--- src/rtl/core/vl2n_pkg.sv ---
// ----------------------------------------------------------------------------
// vl2n_pkg
// Types and constants shared by the L2 vector normaliser.
// ----------------------------------------------------------------------------
`timescale 1ns / 1ps

package vl2n_pkg;

    localparam int VECTOR_LEN_DEF = 12;
    localparam int FRAC_BITS_DEF  = 15;

    localparam int SAMPLE_W = 16;
    localparam int INDEX_W  = 6;
    localparam int SQ_W     = 2 * SAMPLE_W;
    localparam int SUM_W    = 36;
    localparam int ROOT_W   = SUM_W / 2;
    // Partial remainder of both the root and the divide iterations.
    localparam int REM_W    = ROOT_W + 2;

    typedef enum logic [2:0] {
        ST_IDLE,
        ST_ACC,
        ST_SQRT,
        ST_LOAD,
        ST_DIV,
        ST_EMIT
    } t_state;

    typedef struct packed {
        logic [SAMPLE_W-1:0] sample;
        logic                last;
    } t_in;

    typedef struct packed {
        logic [SAMPLE_W-1:0] norm_value;
        logic [INDEX_W-1:0]  index;
        logic                last_res;
    } t_out;

endpackage

--- src/rtl/core/vl2n_cmp_sub.sv ---
// ----------------------------------------------------------------------------
// vl2n_cmp_sub
// Shared compare-and-subtract step for the root and divide iterations.
// ----------------------------------------------------------------------------
`timescale 1ns / 1ps

module vl2n_cmp_sub #(
    parameter int WIDTH = vl2n_pkg::REM_W
) (
    input  logic [WIDTH-1:0] i_a,
    input  logic [WIDTH-1:0] i_b,
    output logic [WIDTH-1:0] o_diff,
    output logic             o_ge
);
    import vl2n_pkg::*;

    logic [WIDTH:0] diff_ext;

    // Borrow out of the extended subtract clear means a >= b.
    assign diff_ext = {1'b0, i_a} - {1'b0, i_b};
    assign o_diff   = diff_ext[WIDTH-1:0];
    assign o_ge     = ~diff_ext[WIDTH];

endmodule

--- src/rtl/core/vector_l2_normalizer_unit.sv ---
// ----------------------------------------------------------------------------
// vector_l2_normalizer_unit
// L2 normalisation of an unsigned 16-bit vector. A start beat is taken while
// busy is low; a sample without the last mark is accepted and accumulated,
// and the block is then idle again. The beat marked last is accepted and
// accumulated, then passes through a bit-pair square root and, per stored
// element, a registered memory read, a restoring divide by the root and an
// emit. Both the root and every divide step run through one shared
// compare-subtract unit. Results appear one per strobe, index 0 first, the
// final one carrying last_res; the receiver cannot stall, so hold nothing back:
// each o_strobe beat must be taken in that cycle. busy drops in the very cycle
// that shows the final result, so a new beat may be taken at its closing edge.
// Samples beyond VECTOR_LEN before the last mark are dropped; an all-zero
// vector yields zeros.
// ----------------------------------------------------------------------------
`timescale 1ns / 1ps

module vector_l2_normalizer_unit #(
    parameter int VECTOR_LEN = vl2n_pkg::VECTOR_LEN_DEF,
    parameter int FRAC_BITS  = vl2n_pkg::FRAC_BITS_DEF
) (
    input  logic            i_clk,
    input  logic            i_rst_n,
    input  logic            start,
    output logic            busy,
    input  vl2n_pkg::t_in   i_data,
    output logic            o_strobe,
    output vl2n_pkg::t_out  o_data
);
    import vl2n_pkg::*;

    localparam int ADDR_W = $clog2(VECTOR_LEN);
    localparam int CNT_W  = $clog2(VECTOR_LEN + 1);
    // Dividend is the sample shifted up by the fraction width.
    localparam int DIV_W  = SAMPLE_W + FRAC_BITS;
    localparam int STEP_W = $clog2(DIV_W);

    typedef struct packed {
        logic acc_en;
        logic sqrt_en;
        logic load_en;
        logic div_en;
        logic emit_en;
    } t_ctrl;

    t_state              r_state, n_state;
    t_ctrl               ctrl;

    logic [SAMPLE_W-1:0] r_sample;
    logic                r_last;
    logic [SUM_W-1:0]    r_sum;
    logic [CNT_W-1:0]    r_cnt;
    logic [ADDR_W-1:0]   r_idx;
    logic [STEP_W-1:0]   r_step;
    logic [REM_W-1:0]    r_rem;
    logic [ROOT_W-1:0]   r_root;
    logic [DIV_W-1:0]    r_dq;
    logic                r_strobe;
    t_out                r_out;

    logic [SAMPLE_W-1:0] r_mem [VECTOR_LEN];

    logic                accept;
    logic [SQ_W-1:0]     square;
    logic [SUM_W:0]      sum_ext;
    logic [SUM_W-1:0]    n_sum;
    logic                room;
    logic                is_last;
    logic                root_done;
    logic                div_done;
    logic [REM_W-1:0]    cs_a, cs_b, cs_diff;
    logic                cs_ge;
    logic [SAMPLE_W-1:0] quot_sat;

    assign accept = start && (r_state == ST_IDLE);
    assign busy   = (r_state != ST_IDLE);

    // Accumulate: square the held sample and saturate the running sum.
    assign square  = r_sample * r_sample;
    assign sum_ext = {1'b0, r_sum} + (SUM_W + 1)'(square);
    assign n_sum   = sum_ext[SUM_W] ? {SUM_W{1'b1}} : sum_ext[SUM_W-1:0];
    assign room    = (r_cnt < CNT_W'(VECTOR_LEN));

    assign is_last   = ((CNT_W'(r_idx) + CNT_W'(1)) == r_cnt);
    assign root_done = (r_step == STEP_W'(ROOT_W - 1));
    assign div_done  = (r_step == STEP_W'(DIV_W - 1));

    // Operand select for the shared unit: bit-pair root step or
    // restoring divide step by the root.
    always_comb begin
        if (ctrl.sqrt_en) begin
            cs_a = {r_rem[REM_W-3:0], r_sum[SUM_W-1 -: 2]};
            cs_b = {r_root, 2'b01};
        end else begin
            cs_a = {r_rem[REM_W-2:0], r_dq[DIV_W-1]};
            cs_b = {2'b00, r_root};
        end
    end

    vl2n_cmp_sub #(
        .WIDTH (REM_W)
    ) u_cmp_sub (
        .i_a    (cs_a),
        .i_b    (cs_b),
        .o_diff (cs_diff),
        .o_ge   (cs_ge)
    );

    // Clamp quotients that spill past 16 bits (wide fractions only).
    assign quot_sat = (|r_dq[DIV_W-1:SAMPLE_W]) ? {SAMPLE_W{1'b1}}
                                                : r_dq[SAMPLE_W-1:0];

    // Sequencer: next state.
    always_comb begin
        n_state = r_state;
        case (r_state)
            ST_IDLE: begin
                if (start) begin
                    n_state = ST_ACC;
                end
            end
            ST_ACC: begin
                n_state = r_last ? ST_SQRT : ST_IDLE;
            end
            ST_SQRT: begin
                if (root_done) begin
                    n_state = ST_LOAD;
                end
            end
            ST_LOAD: begin
                n_state = ST_DIV;
            end
            ST_DIV: begin
                if (div_done) begin
                    n_state = ST_EMIT;
                end
            end
            ST_EMIT: begin
                n_state = is_last ? ST_IDLE : ST_LOAD;
            end
            default: begin
                n_state = ST_IDLE;
            end
        endcase
    end

    // Sequencer: datapath controls.
    always_comb begin
        ctrl = '0;
        case (r_state)
            ST_ACC:  ctrl.acc_en  = 1'b1;
            ST_SQRT: ctrl.sqrt_en = 1'b1;
            ST_LOAD: ctrl.load_en = 1'b1;
            ST_DIV:  ctrl.div_en  = 1'b1;
            ST_EMIT: ctrl.emit_en = 1'b1;
            default: ctrl = '0;
        endcase
    end

    always_ff @(posedge i_clk) begin
        if (!i_rst_n) begin
            r_state  <= ST_IDLE;
            r_sum    <= '0;
            r_cnt    <= '0;
            r_strobe <= 1'b0;
        end else begin
            r_state  <= n_state;
            r_strobe <= ctrl.emit_en;
            if (ctrl.acc_en && room) begin
                r_sum <= n_sum;
                r_cnt <= r_cnt + CNT_W'(1);
            end
            // Shift the sum out two bits per root step; it ends at zero.
            if (ctrl.sqrt_en) begin
                r_sum <= {r_sum[SUM_W-3:0], 2'b00};
            end
            if (ctrl.emit_en && is_last) begin
                r_cnt <= '0;
            end
        end
    end

    // Payload registers: no reset.
    always_ff @(posedge i_clk) begin
        if (accept) begin
            r_sample <= i_data.sample;
            r_last   <= i_data.last;
        end
        if (ctrl.acc_en) begin
            r_rem  <= '0;
            r_root <= '0;
            r_step <= '0;
            r_idx  <= '0;
        end
        if (ctrl.sqrt_en) begin
            r_rem  <= cs_ge ? cs_diff : cs_a;
            r_root <= {r_root[ROOT_W-2:0], cs_ge};
            r_step <= r_step + STEP_W'(1);
        end
        // Registered read of the element store into the dividend.
        if (ctrl.load_en) begin
            r_rem  <= '0;
            r_step <= '0;
            r_dq   <= {r_mem[r_idx], {FRAC_BITS{1'b0}}};
        end
        if (ctrl.div_en) begin
            r_rem  <= cs_ge ? cs_diff : cs_a;
            r_dq   <= {r_dq[DIV_W-2:0], cs_ge};
            r_step <= r_step + STEP_W'(1);
        end
        if (ctrl.emit_en) begin
            r_out.norm_value <= (|r_root) ? quot_sat : '0;
            r_out.index      <= INDEX_W'(r_idx);
            r_out.last_res   <= is_last;
            r_idx            <= r_idx + ADDR_W'(1);
        end
    end

    // Element store: write on accumulate.
    always_ff @(posedge i_clk) begin
        if (ctrl.acc_en && room) begin
            r_mem[r_cnt[ADDR_W-1:0]] <= r_sample;
        end
    end

    assign o_strobe = r_strobe;
    assign o_data   = r_out;

endmodule

--- config.mk ---
export PLATFORM = sky130hd
export DESIGN_NAME = vector_l2_normalizer_unit
export DESIGN_NICKNAME = d
export VERILOG_FILES = /design/src/rtl/core/vl2n_pkg.sv /design/src/rtl/core/vl2n_cmp_sub.sv /design/src/rtl/core/vector_l2_normalizer_unit.sv
export SDC_FILE = /design/constraint.sdc
export NUM_CORES = 1
export LEC_CHECK = 0
export ABC_AREA = 1
export BUFFER_PORTS_ARGS = -buffer_cell sky130_fd_sc_hd__clkbuf_2
export CAP_MARGIN = 30
export CORE_MARGIN = 3
export CORE_UTILIZATION = 40
export DETAILED_ROUTE_END_ITERATION = 6
export GPL_ROUTABILITY_DRIVEN = 0
export MAX_ROUTING_LAYER = met4
export PLACE_DENSITY_LB_ADDON = 0.12
export REMOVE_ABC_BUFFERS = 1
export SYNTH_ARGS = -nofsm -noshare
export SYNTH_HDL_FRONTEND = slang
export SYNTH_SLANG_ARGS = --single-unit
--- constraint.sdc ---
create_clock -name i_clk -period 6.1 [get_ports i_clk]
set_input_delay 1.22 -clock i_clk [delete_from_list [all_inputs] [get_ports i_clk]]
set_output_delay 1.22 -clock i_clk [all_outputs]
set_load 0.005 [all_outputs]
==> flow_summary.toml <==
[placement]
placed_area_um2 = 26700
portBuffers = 42
hpwl_mm = 46.5
dp.cells = 3648

[global_routing]
overflow = 0
grt_max_degree = 97
grt_use_total = 0.204
antenna_found_initial = 0
first_global_vias = 18930
grt_pass1_wl_mm = 104

[synthesis]
syn-instance-count = 2818
synth_top_cell_by_area = "edfxtp_1"
yosys.area_share.adder = 0.222
ys.flop_type = "edfxtp_1"
yosys.area_share.xor_xnor = 0.0146
synthMuxAreaShare = 0.00635
ys_warn_count = 0
synth-edff-count = 307
synth-simple-area-share = 0.149
synthArstFlopShare = 0
synth_area_leaders = "edfxtp_1 37%, fa_1 15%, inv_1 10%"
synth_area_um2 = 25200
yosys.cell_types.count = 51
ys_seq_elements = 355
synth_top_area_share = 0.365
synth_compound_area_frac = 0.0854
synth_top_family_by_area = "adder cells"
synth_area_per_cell_um2 = 8.95
yosysSeqAreaShare = 0.404

[floorplanning]
start_util = 0.407
design.die.area_um2 = 66100
die_y_um = 257
die_w_um = 257
top_level_ports = 45
core_um2 = 62100
rows = 91

[drt]
drt_first_pass_iters = 5
drc_errors = 0
final_antenna_net_count = 0
num_vias = 18464
avgRoutedWirePerCell_um = 17.4
drt_iter0_drc = 1007
via_per_inst = 4.94
drt_wl_total_mm = 65.0

[timing]
worstMarginPinSlew_ps = 1060
skew_ps = 18.0
holdWs_ps = 539
fin_crit_ps = 5800
finalHoldViolations = 0
clock.fmax_mhz = 172
finalCritPeriodShare = 0.951
final-max-slew-violation-count = 0
slew_headroom = 0.290
final-setup-viol-count = 0

[setup_path]
required_ps = 6530
crit_type = "flop to flop"
cpMostUsedCell = "nand2_1"
cpLargestDelayFamily = "adder cells"
worst_setup_path_end_kind = "flop"
cp.arrival_ps = 6230
slowest_delay_ps = 550
cpMaxStageDelayCell = "fa_1"
critPathMaxFanout = 6
startpoint_type = "flop"
cp.buffers_inverters = 6

[clock_network]
cts.path.max_buffers = 3
ctsHtreeMaxLevel = 2
numClockSinks = 355
cts_buffers = 43
insertion_delay_ps = 590
clkTransAtPathRegs_ps = 60
cts_root_buffer = "clkbuf_16"
cts_tree = "done"
cts_hold_buf = 0

[hold_path]
hold_class = "flop to flop"

[finish]
drive_gt1_frac = 0.0892
utilization = 0.458
stdcell_area_um2 = 28400
antenna_cells = 0
fin_cells = 3740
syn_to_final_growth_pct = 12.6
multi_input_area_um2 = 12200
layout.nets = 3225
seqCellArea_um2 = 10200
n_fill_cell = 6013

[run]
maxCapViolations = 0

[run_status]
status = "finished, final reports clean"
-- tightest hold or removal path, stage by stage, from the launching register on --
cell     delay, ps
dfxtp_1        330
nand4_1         90
a21oi_1         60
-- what timing repair did --
| action | CTS | global route |
|---|---|---|
| gates cloned | 0 | 1 |
| endpoints found under the setup margin | 2 | 36 |
| pin swaps | 0 | 2 |
| buffers inserted | 5 | 10 |
| resized for setup | 0 | 30 |
-- layout make-up --
| cell class | instances | share of cell area |
|---|---|---|
| tap | 837 | 0.0369 |
| clock inverter | 22 | 0.00925 |
| multi-input combinational | 1681 | 0.430 |
| inverter | 678 | 0.0896 |
| timing repair buffer | 114 | 0.0358 |
| clock buffer | 53 | 0.0399 |
| sequential | 355 | 0.358 |
-- kinds of logic (layout without fill, tap and decap cells) --
kind of cell    Yosys count  in the layout
mux                      16             16
other cells               1              2
fa+ha+maj               332            332
xor+xnor                 42             42
compound gates          374            374
buf+inv                 783            867
simple gates            915            915
flops                   355            355
-- cells in the final DEF (no fill, tap or decap), drive strengths merged, types with 71 or more instances in the layout --
cell / count
buf: 71
edfxtp: 307
inv: 679
a21oi: 112
o21ai: 156
nor2: 206
nand3: 84
nand2: 562
clkbuf: 96
fa: 194
ha: 138
-- sequential cells by signal (all words and copies together) (netlist names), named ones only --
| name | cells |
|---|---|
| o_data | 21 |
| r_cnt | 4 |
| r_sum | 36 |
| r_step | 5 |
| r_sample | 16 |
| r_rem | 19 |
| r_root | 18 |
| r_mem | 192 |
| r_idx | 4 |
| r_dq | 31 |
| o_strobe | 1 |
| r_last | 1 |
| r_state | 3 |
-- cell usage after synthesis, types with 2 or more instances --
cell and n:
a21o_1 2, o21bai_1 4, nand3_2 2, inv_2 6
nor2_2 3, nand2_2 10, fa_1 194, ha_1 138
xnor2_1 14, clkinv_1 2, nor2_1 202, o31ai_1 2
dfxtp_1 48, buf_4 4, edfxtp_1 307, buf_6 2
nor3_1 25, o21ai_2 10, a21oi_2 9, nand2_1 551
o221ai_1 17, buf_1 7, or2_2 4, and2_1 7
o21ai_1 3, a21oi_1 102, nand4_1 11, buf_2 19
xor2_1 28, o22ai_1 58, o21ai_0 143, clkbuf_1 72
inv_1 670, nand3b_1 6, a31oi_1 12, nand3_1 82
o211ai_1 8, mux2i_1 16, nor4_1 6
-- per-stage QoR --
stage / setup slack, ps / setup TNS [ps]
after floorplan: 505 / 0
after global placement: -71.5 / -71.5
after detailed placement: -75.7 / -75.7
after CTS: 25.2 / 0
after global routing: -13.2 / -15.8
final: 298 / 0
-- path summary, 6_finish.rpt --
check / slack, ps / end / cells past startpoint / from
setup / recovery: 300 / r_sum[33] / 27 / r_sample[3]
hold / removal: 540 / r_cnt[3] / 2 / r_cnt[2]
setup reg to reg: 300 / r_sum[33] / 27 / r_sample[3]
hold reg to reg: 540 / r_cnt[3] / 2 / r_cnt[2]
-- layer usage --
metal  global-route usage  share of wire
met4               0.0666          0.033
met1                0.253           0.43
met5                    -              0
met2                0.353           0.50
met3               0.0201          0.035
Power is left out: the tool's default activity adds up to more than one toggle a clock period on the data nets, which glitch-free logic cannot reach.
